[src/sv/smf_pkg.sv]
// smf_pkg: shared types and constants for the sliding window median filter
// used by smf_ctrl, smf_dp and sliding_window_median_filter_top; no dependencies
`timescale 1ns / 1ps
`default_nettype none

package smf_pkg;

    // window length register
    localparam int CFG_W = 5;
    localparam logic [CFG_W-1:0] CFG_RESET = 5'd7;

    // controller to datapath commands
    typedef struct packed {
        logic ld_sample;   // write new sample into the ring
        logic rd_en;       // issue a read this cycle
        logic rd_win;      // read source: ring (first pass) or scratch
        logic dv;          // read data valid this cycle
        logic out_load;    // load carry into the output register
    } smf_cmd_t;

    // datapath to controller status
    typedef struct packed {
        logic out_free;    // output register can take a new result
    } smf_status_t;

endpackage

`default_nettype wire

[src/sv/sliding_window_median_filter_top.sv]
// sliding_window_median_filter_top: top level, joins controller and datapath
// depends on smf_pkg, smf_ctrl, smf_dp (and smf_ram through smf_dp)
//
// Sliding window median filter. Each transfer on the input channel brings one signed
// sample, which goes into a ring of the last MAX_WINDOW samples (zeros until written);
// one transfer on the output channel returns the lower median of the newest window_len
// samples. window_len of 0 acts as 1, above MAX_WINDOW it saturates; reset value 7.
// Items are processed one at a time by a single compare-exchange unit running bubble
// passes over a scratch RAM with one read per cycle; only the passes needed to settle
// the median position are run, over the first L entries for L from len down to m+1,
// with m = (len-1)/2. The next sample is taken as soon as the previous result sits
// in the output register. The ring needs no clearing pass after reset: per-slot
// written flags make unwritten slots read zero.
`timescale 1ns / 1ps
`default_nettype none

module sliding_window_median_filter_top #(
    parameter int MAX_WINDOW  = 16,
    parameter int SAMPLE_BITS = 16
) (
    input  wire logic                              clk,
    input  wire logic                              rst_n,
    input  wire logic                              in_valid,
    output logic                                   in_stall,
    input  wire logic signed [SAMPLE_BITS-1:0]     sample,
    output logic                                   out_valid,
    input  wire logic                              out_stall,
    output logic signed [SAMPLE_BITS-1:0]          median,
    input  wire logic                              cfg_valid,
    output logic                                   cfg_ready,
    input  wire logic [smf_pkg::CFG_W-1:0]         window_len
);

    import smf_pkg::*;

    localparam int IDX_W = $clog2(MAX_WINDOW);

    smf_cmd_t         cmd;
    smf_status_t      status;
    logic [IDX_W-1:0] k;
    logic [IDX_W-1:0] dk;

    smf_ctrl #(
        .MAX_WINDOW (MAX_WINDOW)
    ) u_ctrl (
        .clk        (clk),
        .rst_n      (rst_n),
        .in_valid   (in_valid),
        .in_stall   (in_stall),
        .cfg_valid  (cfg_valid),
        .cfg_ready  (cfg_ready),
        .window_len (window_len),
        .status     (status),
        .cmd        (cmd),
        .k          (k),
        .dk         (dk)
    );

    smf_dp #(
        .MAX_WINDOW  (MAX_WINDOW),
        .SAMPLE_BITS (SAMPLE_BITS)
    ) u_dp (
        .clk       (clk),
        .rst_n     (rst_n),
        .cmd       (cmd),
        .status    (status),
        .k         (k),
        .dk        (dk),
        .sample    (sample),
        .out_valid (out_valid),
        .out_stall (out_stall),
        .median    (median)
    );

endmodule

`default_nettype wire

[src/sv/smf_ram.sv]
// smf_ram: generic single-write, single-read RAM with registered read data
// no dependencies
`timescale 1ns / 1ps
`default_nettype none

module smf_ram #(
    parameter int WIDTH = 16,
    parameter int DEPTH = 16
) (
    input  wire logic                     clk,
    input  wire logic                     we,
    input  wire logic [$clog2(DEPTH)-1:0] waddr,
    input  wire logic [WIDTH-1:0]         wdata,
    input  wire logic                     re,
    input  wire logic [$clog2(DEPTH)-1:0] raddr,
    output logic      [WIDTH-1:0]         rdata
);

    logic [WIDTH-1:0] mem_reg [DEPTH];
    logic [WIDTH-1:0] rdata_reg;

    always_ff @(posedge clk)
    begin
        if (we)
        begin
            mem_reg[waddr] <= wdata;
        end
        if (re)
        begin
            rdata_reg <= mem_reg[raddr];
        end
    end

    assign rdata = rdata_reg;

endmodule

`default_nettype wire

[src/sv/smf_ctrl.sv]
// smf_ctrl: sequencer for the median filter (length register, pass and index counters)
// depends on smf_pkg
`timescale 1ns / 1ps
`default_nettype none

module smf_ctrl #(
    parameter int MAX_WINDOW = 16
) (
    input  wire logic                       clk,
    input  wire logic                       rst_n,
    input  wire logic                       in_valid,
    output logic                            in_stall,
    input  wire logic                       cfg_valid,
    output logic                            cfg_ready,
    input  wire logic [smf_pkg::CFG_W-1:0]  window_len,
    input  wire smf_pkg::smf_status_t       status,
    output smf_pkg::smf_cmd_t               cmd,
    output logic [$clog2(MAX_WINDOW)-1:0]   k,
    output logic [$clog2(MAX_WINDOW)-1:0]   dk
);

    import smf_pkg::*;

    localparam int IDX_W = $clog2(MAX_WINDOW);
    localparam int LEN_W = $clog2(MAX_WINDOW + 1);

    localparam logic [1:0] S_IDLE   = 2'd0;
    localparam logic [1:0] S_READ   = 2'd1;
    localparam logic [1:0] S_DRAIN  = 2'd2;
    localparam logic [1:0] S_FINISH = 2'd3;

    logic [1:0]       state_reg, state_next;
    logic [CFG_W-1:0] window_len_reg;
    logic [LEN_W-1:0] limit_reg, limit_next;
    logic [LEN_W-1:0] stop_reg, stop_next;
    logic [IDX_W-1:0] k_reg, k_next;
    logic             win_reg, win_next;
    logic             dv_reg;
    logic [IDX_W-1:0] dk_reg;
    logic [LEN_W-1:0] eff_len;
    logic [LEN_W-1:0] eff_m1;
    logic [IDX_W-1:0] last_k;

    // zero length acts as one, too large saturates
    always_comb
    begin
        if (window_len_reg == '0)
        begin
            eff_len = LEN_W'(1);
        end
        else if (32'(window_len_reg) > MAX_WINDOW)
        begin
            eff_len = LEN_W'(MAX_WINDOW);
        end
        else
        begin
            eff_len = LEN_W'(window_len_reg);
        end
    end

    assign eff_m1 = eff_len - LEN_W'(1);
    assign last_k = IDX_W'(limit_reg - LEN_W'(1));

    always_comb
    begin
        state_next    = state_reg;
        limit_next    = limit_reg;
        stop_next     = stop_reg;
        k_next        = k_reg;
        win_next      = win_reg;
        cmd.ld_sample = 1'b0;
        cmd.rd_en     = 1'b0;
        cmd.rd_win    = win_reg;
        cmd.dv        = dv_reg;
        cmd.out_load  = 1'b0;
        case (state_reg)
            S_IDLE:
            begin
                if (in_valid)
                begin
                    cmd.ld_sample = 1'b1;
                    limit_next    = eff_len;
                    // last pass is the one whose max lands on the lower median
                    stop_next     = (eff_m1 >> 1) + LEN_W'(1);
                    k_next        = '0;
                    win_next      = 1'b1;
                    state_next    = S_READ;
                end
            end
            S_READ:
            begin
                cmd.rd_en = 1'b1;
                if (k_reg == last_k)
                begin
                    state_next = S_DRAIN;
                end
                else
                begin
                    k_next = k_reg + IDX_W'(1);
                end
            end
            S_DRAIN:
            begin
                if (limit_reg == stop_reg)
                begin
                    state_next = S_FINISH;
                end
                else
                begin
                    limit_next = limit_reg - LEN_W'(1);
                    k_next     = '0;
                    win_next   = 1'b0;
                    state_next = S_READ;
                end
            end
            S_FINISH:
            begin
                if (status.out_free)
                begin
                    cmd.out_load = 1'b1;
                    state_next   = S_IDLE;
                end
            end
            default:
            begin
                state_next = S_IDLE;
            end
        endcase
    end

    always_ff @(posedge clk or negedge rst_n)
    begin
        if (!rst_n)
        begin
            state_reg      <= S_IDLE;
            window_len_reg <= CFG_RESET;
            limit_reg      <= '0;
            stop_reg       <= '0;
            k_reg          <= '0;
            win_reg        <= 1'b0;
            dv_reg         <= 1'b0;
            dk_reg         <= '0;
        end
        else
        begin
            state_reg <= state_next;
            limit_reg <= limit_next;
            stop_reg  <= stop_next;
            k_reg     <= k_next;
            win_reg   <= win_next;
            // read data comes back in the cycle after the address
            dv_reg    <= (state_reg == S_READ);
            dk_reg    <= k_reg;
            if (cfg_valid)
            begin
                window_len_reg <= window_len;
            end
        end
    end

    assign in_stall  = (state_reg != S_IDLE);
    assign cfg_ready = 1'b1;
    assign k         = k_reg;
    assign dk        = dk_reg;

    a_read_then_data: assert property (@(posedge clk) disable iff (!rst_n)
        (state_reg == S_READ) |=> (dv_reg && dk_reg == $past(k_reg)))
        else $error("read issued without matching data cycle");

    a_load_when_free: assert property (@(posedge clk) disable iff (!rst_n)
        cmd.out_load |-> status.out_free)
        else $error("output loaded while previous result is stalled");

    a_limit_bounds: assert property (@(posedge clk) disable iff (!rst_n)
        (state_reg != S_IDLE) |-> (limit_reg >= stop_reg && stop_reg != '0
            && 32'(limit_reg) <= MAX_WINDOW))
        else $error("pass limit out of range");

endmodule

`default_nettype wire

[src/sv/smf_dp.sv]
// smf_dp: sample ring, sort scratch, compare-exchange unit and output register
// depends on smf_pkg and smf_ram
`timescale 1ns / 1ps
`default_nettype none

module smf_dp #(
    parameter int MAX_WINDOW  = 16,
    parameter int SAMPLE_BITS = 16
) (
    input  wire logic                              clk,
    input  wire logic                              rst_n,
    input  wire smf_pkg::smf_cmd_t                 cmd,
    output smf_pkg::smf_status_t                   status,
    input  wire logic [$clog2(MAX_WINDOW)-1:0]     k,
    input  wire logic [$clog2(MAX_WINDOW)-1:0]     dk,
    input  wire logic signed [SAMPLE_BITS-1:0]     sample,
    output logic                                   out_valid,
    input  wire logic                              out_stall,
    output logic signed [SAMPLE_BITS-1:0]          median
);

    import smf_pkg::*;

    localparam int IDX_W = $clog2(MAX_WINDOW);

    logic [IDX_W-1:0]              wptr_reg;
    logic [IDX_W-1:0]              newest_reg;
    logic [MAX_WINDOW-1:0]         valid_reg;
    logic                          win_ok_reg;
    logic signed [SAMPLE_BITS-1:0] carry_reg;
    logic signed [SAMPLE_BITS-1:0] median_reg;
    logic                          out_valid_reg;

    logic [IDX_W:0]                win_sum;
    logic [IDX_W-1:0]              win_raddr;
    logic [SAMPLE_BITS-1:0]        win_rdata;
    logic [SAMPLE_BITS-1:0]        scr_rdata;
    logic signed [SAMPLE_BITS-1:0] data;
    logic signed [SAMPLE_BITS-1:0] lo;
    logic signed [SAMPLE_BITS-1:0] hi;
    logic                          scr_we;
    logic [IDX_W-1:0]              scr_waddr;

    // ring slot k places back from the newest sample
    assign win_sum   = {1'b0, newest_reg} + (IDX_W + 1)'(MAX_WINDOW) - {1'b0, k};
    assign win_raddr = (newest_reg >= k) ? (newest_reg - k) : win_sum[IDX_W-1:0];

    smf_ram #(
        .WIDTH (SAMPLE_BITS),
        .DEPTH (MAX_WINDOW)
    ) u_ring (
        .clk   (clk),
        .we    (cmd.ld_sample),
        .waddr (wptr_reg),
        .wdata (sample),
        .re    (cmd.rd_en && cmd.rd_win),
        .raddr (win_raddr),
        .rdata (win_rdata)
    );

    smf_ram #(
        .WIDTH (SAMPLE_BITS),
        .DEPTH (MAX_WINDOW)
    ) u_scratch (
        .clk   (clk),
        .we    (scr_we),
        .waddr (scr_waddr),
        .wdata (lo),
        .re    (cmd.rd_en && !cmd.rd_win),
        .raddr (k),
        .rdata (scr_rdata)
    );

    // never-written ring slots read as zero
    assign data = cmd.rd_win ? (win_ok_reg ? $signed(win_rdata) : '0) : $signed(scr_rdata);

    // bubble pass as a running max: smaller one drops back one slot
    always_comb
    begin
        if (data < carry_reg)
        begin
            lo = data;
            hi = carry_reg;
        end
        else
        begin
            lo = carry_reg;
            hi = data;
        end
    end

    assign scr_we    = cmd.dv && (dk != '0);
    assign scr_waddr = dk - IDX_W'(1);

    always_ff @(posedge clk or negedge rst_n)
    begin
        if (!rst_n)
        begin
            wptr_reg      <= '0;
            newest_reg    <= '0;
            valid_reg     <= '0;
            win_ok_reg    <= 1'b0;
            out_valid_reg <= 1'b0;
        end
        else
        begin
            if (cmd.ld_sample)
            begin
                newest_reg          <= wptr_reg;
                valid_reg[wptr_reg] <= 1'b1;
                wptr_reg <= (wptr_reg == IDX_W'(MAX_WINDOW - 1)) ? '0
                                                                 : wptr_reg + IDX_W'(1);
            end
            if (cmd.rd_en && cmd.rd_win)
            begin
                win_ok_reg <= valid_reg[win_raddr];
            end
            if (cmd.out_load)
            begin
                out_valid_reg <= 1'b1;
            end
            else if (!out_stall)
            begin
                out_valid_reg <= 1'b0;
            end
        end
    end

    always_ff @(posedge clk)
    begin
        if (cmd.dv)
        begin
            carry_reg <= (dk == '0) ? data : hi;
        end
        if (cmd.out_load)
        begin
            median_reg <= carry_reg;
        end
    end

    assign status.out_free = !out_valid_reg || !out_stall;
    assign out_valid       = out_valid_reg;
    assign median          = median_reg;

    a_newest_valid: assert property (@(posedge clk) disable iff (!rst_n)
        cmd.ld_sample |=> valid_reg[newest_reg])
        else $error("newest ring slot not marked written");

    a_no_overwrite: assert property (@(posedge clk) disable iff (!rst_n)
        (out_valid_reg && out_stall) |=> (out_valid_reg && $stable(median_reg)))
        else $error("stalled result lost or overwritten");

endmodule

`default_nettype wire
[config.mk]
export PLATFORM = sky130hd
export DESIGN_NAME = sliding_window_median_filter_top
export DESIGN_NICKNAME = d
export VERILOG_FILES = /design/src/sv/smf_pkg.sv /design/src/sv/sliding_window_median_filter_top.sv /design/src/sv/smf_ram.sv /design/src/sv/smf_ctrl.sv /design/src/sv/smf_dp.sv
export SDC_FILE = /design/constraint.sdc
export NUM_CORES = 1
export LEC_CHECK = 0
export ABC_AREA = 1
export BUFFER_PORTS_ARGS = -buffer_cell sky130_fd_sc_hd__buf_2
export CORE_MARGIN = 1
export CORE_UTILIZATION = 35
export DETAILED_ROUTE_END_ITERATION = 7
export PLACE_DENSITY = 0.46
export SYNTH_ARGS = -nofsm -noshare
export SYNTH_HDL_FRONTEND = slang
export SYNTH_SLANG_ARGS = --single-unit
[constraint.sdc]
create_clock -name clk -period 4.6 [get_ports clk]
set_input_delay 0.46 -clock clk [delete_from_list [all_inputs] [get_ports clk]]
set_output_delay 0.46 -clock clk [all_outputs]
set_load 0.01 [all_outputs]
==> Yosys cells after proc, flatten, opt, wreduce, memory -nomap -nowiden <==
Memory sizes are Yosys's and may differ from the RTL's. A register that Yosys moved wholly into a read port is not among the register bits.
Index checks and enable logic that the tools add are counted.
{ "totals": {"ff_bits": 85, "ramBits": 512, "inputBits": 26, "n_memories": 2} }
{ "op_classes": {"n_addsub": 9, "order_cmp": 6, "eq_ne": 13, "mux": 39, "bitwise_logic": 1, "n_reduce_logical": 20} }
{ "mem_list": {"columns": ["name", "depth", "width", "read_ports", "rd_ports_with_merged_regs", "write_ports", "line_no", "text"], "rows": [
  ["u_dp.u_ring.mem_reg", 16, 16, 1, 1, 1, "smf_ram.sv:19", "logic [WIDTH-1:0] mem_reg [DEPTH];"],
  ["u_dp.u_scratch.mem_reg", 16, 16, 1, 1, 1, "smf_ram.sv:19", null]
]} }
{ "ops": {"columns": ["cell", "count"], "rows": [
  ["$mux W16", 5],
  ["$mux W4", 5],
  ["$mux W5", 4],
  ["$lt A16 B16 Y1", 1],
  ["$or A16 B16 Y16", 1],
  ["$mux W1", 15],
  ["$add A4 B1 Y4 const B", 3],
  ["$pmux W4 S3", 1],
  ["$lt A4 B5 Y1 const B", 2],
  ["$ne A2 B2 Y1 const B", 5],
  ["$pmux W5 S2", 1],
  ["$sub A5 B1 Y5 const B", 2],
  ["$mux W2", 4],
  ["$pmux W2 S4", 1],
  ["$sub A4 B4 Y4", 2],
  ["$reduce_and A3 Y1", 2],
  ["$add A4 B1 Y5 const B", 1],
  ["$eq A5 B5 Y1", 1],
  ["$gt A5 B5 Y1 const B", 1],
  ["$logic_not A5 Y1", 1],
  ["$bmux W1 S4", 1],
  ["$demux W1 S4", 1],
  ["$eq A2 B2 Y1 const B", 2],
  ["$eq A4 B4 Y1", 1],
  ["17 further kinds", 25]
]} }

==> Longest topological paths before layout <==
{ "logic_depth": {"word_depth": 5, "depth_mapped": 17} }

==> Cells and area by module <==
A second synthesis with hierarchy kept.
{ "unflattened": {"hier_cells": 2704, "hier_area_um2": 27890.5} }
{ "by_module_without_submodules": {"columns": ["mod", "n_inst", "cells_each", "area_per_inst_um2"], "rows": [
  ["smf_ram", 2, 1074, 11541.1],
  ["smf_dp", 1, 354, 3248.1],
  ["smf_ctrl", 1, 202, 1560.2]
]} }

==> Worst setup path before layout <==
Ideal clock, no wire load.
{ "synth_timing": {"path_type": "reg2reg", "startpoint": "register u_ctrl.win_reg", "endpoint": "memory u_dp.u_scratch.mem_reg[0][15], data pin", "setup_ps": 330, "arrival_time_ps": 2578, "required_time_ps": 4270, "slack_ps": 1692, "path_stages_with_launch": 14, "path_buffers": 2, "path_cell_list": "dfrtp_1 > buf_6 > inv_6 > clkbuf_1 > nand2_1 > nand2_1 > ha_1 > nand2_1 > inv_1 > o21ai_0 > nand2_1 > nor2_2 > nand2_4 > o21ai_0"} }
{ "synth_between": {"elab_chain_len": 3} }
{ "synth_rtl": {"columns": ["element", "line_no", "text"], "rows": [
  ["start: declaration", "smf_ctrl.sv:37", "logic win_reg, win_next;"],
  ["start signal: assignment", "smf_ctrl.sv:150", "win_reg <= win_next;"],
  ["$mux W16", "smf_dp.sv:75", "assign data = cmd.rd_win ? (win_ok_reg ? $signed(win_rdata) : '0) : $signed(scr_rdata);"],
  ["net u_dp.data[13]", "smf_dp.sv:38", "logic signed [SAMPLE_BITS-1:0] data;"],
  ["$lt A16 B16 Y1", "smf_dp.sv:80", "if (data < carry_reg)"],
  ["$mux W16", "smf_dp.sv:80", null],
  ["net u_dp.lo[15]", "smf_dp.sv:39", "logic signed [SAMPLE_BITS-1:0] lo;"],
  ["end: declaration", "smf_ram.sv:19", null]
]} }
The timed path passes the listed nets, and every way through them passes these cells.

==> Final worst setup path <==
{ "layout_timing": {"startpoint": "register u_ctrl.win_reg", "endpoint": "memory u_dp.u_scratch.mem_reg[7][0], data pin"} }
Same word-level chain as after synthesis.

==> flow_summary.ini <==
[timing]
tns_ns = 0
clock_skew_ns = 0.0192
timing_hold_violations_final = 0
tightest_slew_ns = 0.961
period_minus_slack_ns = 3.66
maxSlewHeadroom = 0.358
clock.fmax_ghz = 0.273
setup_viol = 0
min_period_over_period = 0.795
slew_viol_final = 0
rsz0062_at_grt = no

[detailed_routing]
wl_per_cell_um = 22.9
dr.pass1.iters = 5
viasPerCell = 5.21
drt_first_iter_violations = 1386
drtAntennaViolNets = 0
drc = 0
via_count = 16200
drt-total-wl_um = 71000

[worst_setup_path]
r2r_setup_slack_ns = 0.94
worstPathMaxFanout = 19
critPathArrivalTime_ns = 3.87
r2r-start = u_ctrl.win_reg$_DFFE_PN0P_
critPathCaptureType = flip-flop
crit_required_ns = 4.82
timing.rr.end = u_dp.u_scratch.mem_reg[7][0]$_DFFE_PP_
worst_r2r_path_depth = 12
worst-setup-path-type = flip-flop to flip-flop
cp-start-kind = flip-flop

[pwr]
internal_power_mw = 14.6
power_frac_comb = 0.405
p_leak_nw = 10.3
total_power_mw = 24.8
powerDensity_mw_per_mm2 = 843
power_frac_seq = 0.367
p_sw_mw = 10.2
sw_frac_of_total = 0.410
pwr-share-clk = 0.228
ir_drop_mv = 0.708

[clock_network]
htree_num_levels = 3
numCtsBuffers = 71
cts_tree = yes
clock-sinks = 629
cts_resized = 0
clk_pin_slew_ns = 0.06
post-cts-setup-buffer-count = 0
clk_latency_ns = 0.61
cts_root_buf = clkbuf_16
ctsLongestPathBuffers = 3

[floorplan]
die_w_um = 272
rows = 98
die_h_um = 272
io_pins = 45
design.die.area_mm2 = 0.0742
core_area_mm2 = 0.0719
start_util = 0.356

[synthesis]
syn_avg_cell_area_um2 = 12.6
synth_edf_count = 576
synthTopCellsByArea = edfxtp_1 (68%), o21ai_0 (5.9%), dfrtp_1 (4.9%)
synth_area_mm2 = 0.0256
synth_common_cells = edfxtp_1 (576), nor2_1 (333), o21ai_0 (301), nand2_1 (227), o22ai_1 (87)
yosysTopAreaCellShare = 0.676
synth_cell_types = 42
ys_warn_count = 0
synth.most_common_cell = edfxtp_1
synth-main-ff-cell = edfxtp_1
async_flop_share = 0.0843
ys_seq_elements = 629
yosys.area.top_type = edfxtp_1
ys_seq_area_frac = 0.728
netlist_instances = 2035

[min_path]
holdPathStages = 3
hold-path-endpoint = u_ctrl.window_len_reg[4]$_DFFE_PN0P_
min-delay-start = window_len[4]
min_path_type = primary input to flip-flop

[global_routing]
grt_start_max_net_pins = 140
grt_overflow = 0
antenna_found_initial = 2
grt_pass1_vias = 15700
gr-usage-all-layers = 0.192
grt_pass1_wl_um = 104000

[flow_run]
drv_cap = 0

[cells_and_area]
nets = 2147
area_growth_pct = 15.1
n_antenna_cell = 0
layout-drive-gt1-share = 0.126

[status]
status = complete, no violations

[placed_design]
port_buffers = 43
detailed_place_hpwl_um = 39400
gp_congestion = 0.816
-- how the worst max path moves through the flow --
stage / cells past startpoint / start / slack, ns / end
final: 12 / u_ctrl.win_reg$_DFFE_PN0P_ / 0.94 / u_dp.u_scratch.mem_reg[7][0]$_DFFE_PP_
after global routing: 12 / u_ctrl.win_reg$_DFFE_PN0P_ / 0.63 / u_dp.u_scratch.mem_reg[12][2]$_DFFE_PP_
after CTS: 12 / u_ctrl.win_reg$_DFFE_PN0P_ / 1.00 / u_dp.u_scratch.mem_reg[2][0]$_DFFE_PP_
after detailed placement: 12 / u_ctrl.win_reg$_DFFE_PN0P_ / 1.0 / u_dp.u_scratch.mem_reg[2][3]$_DFFE_PP_
after global placement: 12 / u_ctrl.win_reg$_DFFE_PN0P_ / 1.05 / u_dp.u_scratch.mem_reg[0][0]$_DFFE_PP_
after floorplan: 13 / u_ctrl.win_reg$_DFFE_PN0P_ / 1.69 / u_dp.u_scratch.mem_reg[0][15]$_DFFE_PP_
-- area by class of cell --
class                      instances  area [um2]
inverter                          78         300
multi-input combinational       1225        6370
clock buffer                      85        1890
sequential                       629       18600
tap                              950        1190
timing repair buffer              89         626
fill                            6784       42400
clock inverter                    47         433
-- routing by layer --
| layer | wire length, um | GRT usage |
|---|---|---|
| met5 | 0 | 0 |
| met2 | 31700 | 0.291 |
| met3 | 3960 | 0.0367 |
| met4 | 1350 | 0.0476 |
| met1 | 34000 | 0.283 |
-- cells in the final DEF (no fill, tap or decap), drive strengths merged --
cell,n
dfrtp,50
inv,79
ha,26
a31oi,20
xnor2,4
nor2,335
clkbuf,85
edfxtp,576
clkinv,39
o211ai,25
buf,88
o22ai,87
o21ai,305
a21oi,20
bufinv,6
conb,17
xor2,8
nand3b,2
clkinvlp,1
dfstp,3
a21o,1
or2,14
a211oi,1
nand4,2
fa,1
o311ai,1
nor3,4
nand3,76
dlygate4sd3,1
nand2,234
o221ai,42
-- repair_timing --
item	CTS	global route
hold endpoints to repair	6	0
endpoints found under the setup margin	0	0
hold buffers	1	0
-- cell families after synthesis --
logic type / after synthesis / synth area share
simple gates: 667 / 0.109
buf+inv: 196 / 0.0321
fa+ha+maj: 27 / 0.0135
xor+xnor: 12 / 0.00470
compound gates: 502 / 0.112
other cells: 2 / 0.000294
flops: 629 / 0.728
-- worst max-delay path, cell delays in order (launching register included) --
cell,delay (ns)
dfrtp_1,0.74
inv_6,0.18
nand2_1,0.10
nand2_1,0.09
ha_1,0.38
nand2_1,0.10
inv_1,0.05
o21ai_0,0.07
nand2_1,0.08
nor2_2,0.27
nand3_2,0.56
nand3_1,0.27
nand2_1,0.34
-- metrics by stage --
step           cell area [um2]  hold slack (ns)  instances  utilization  worst slack, ns
6_report                 29400           0.0649       3103        0.410            0.944
3_3_place_gp             27100            0.439       2970        0.377             1.05
2_1_floorplan            25600            0.164       2050            -             1.69
4_1_cts                  29400           0.0303       3103        0.410             1.00
3_5_place_dp             27100            0.442       2970        0.377            0.997
5_1_grt                  29400           0.0506       3103        0.410            0.632
-- power by group through the flow --
stage	registers (mW)	logic (mW)	clock network, mW
5_1_grt	9.18	11.3	5.99
2_1_floorplan	8.94	6.71	0
3_3_place_gp	9.23	10.0	0
4_1_cts	9.12	10.2	5.78
6_report	9.11	10.0	5.66
3_5_place_dp	9.23	10.1	0
(Power assumes the default switching activity.)
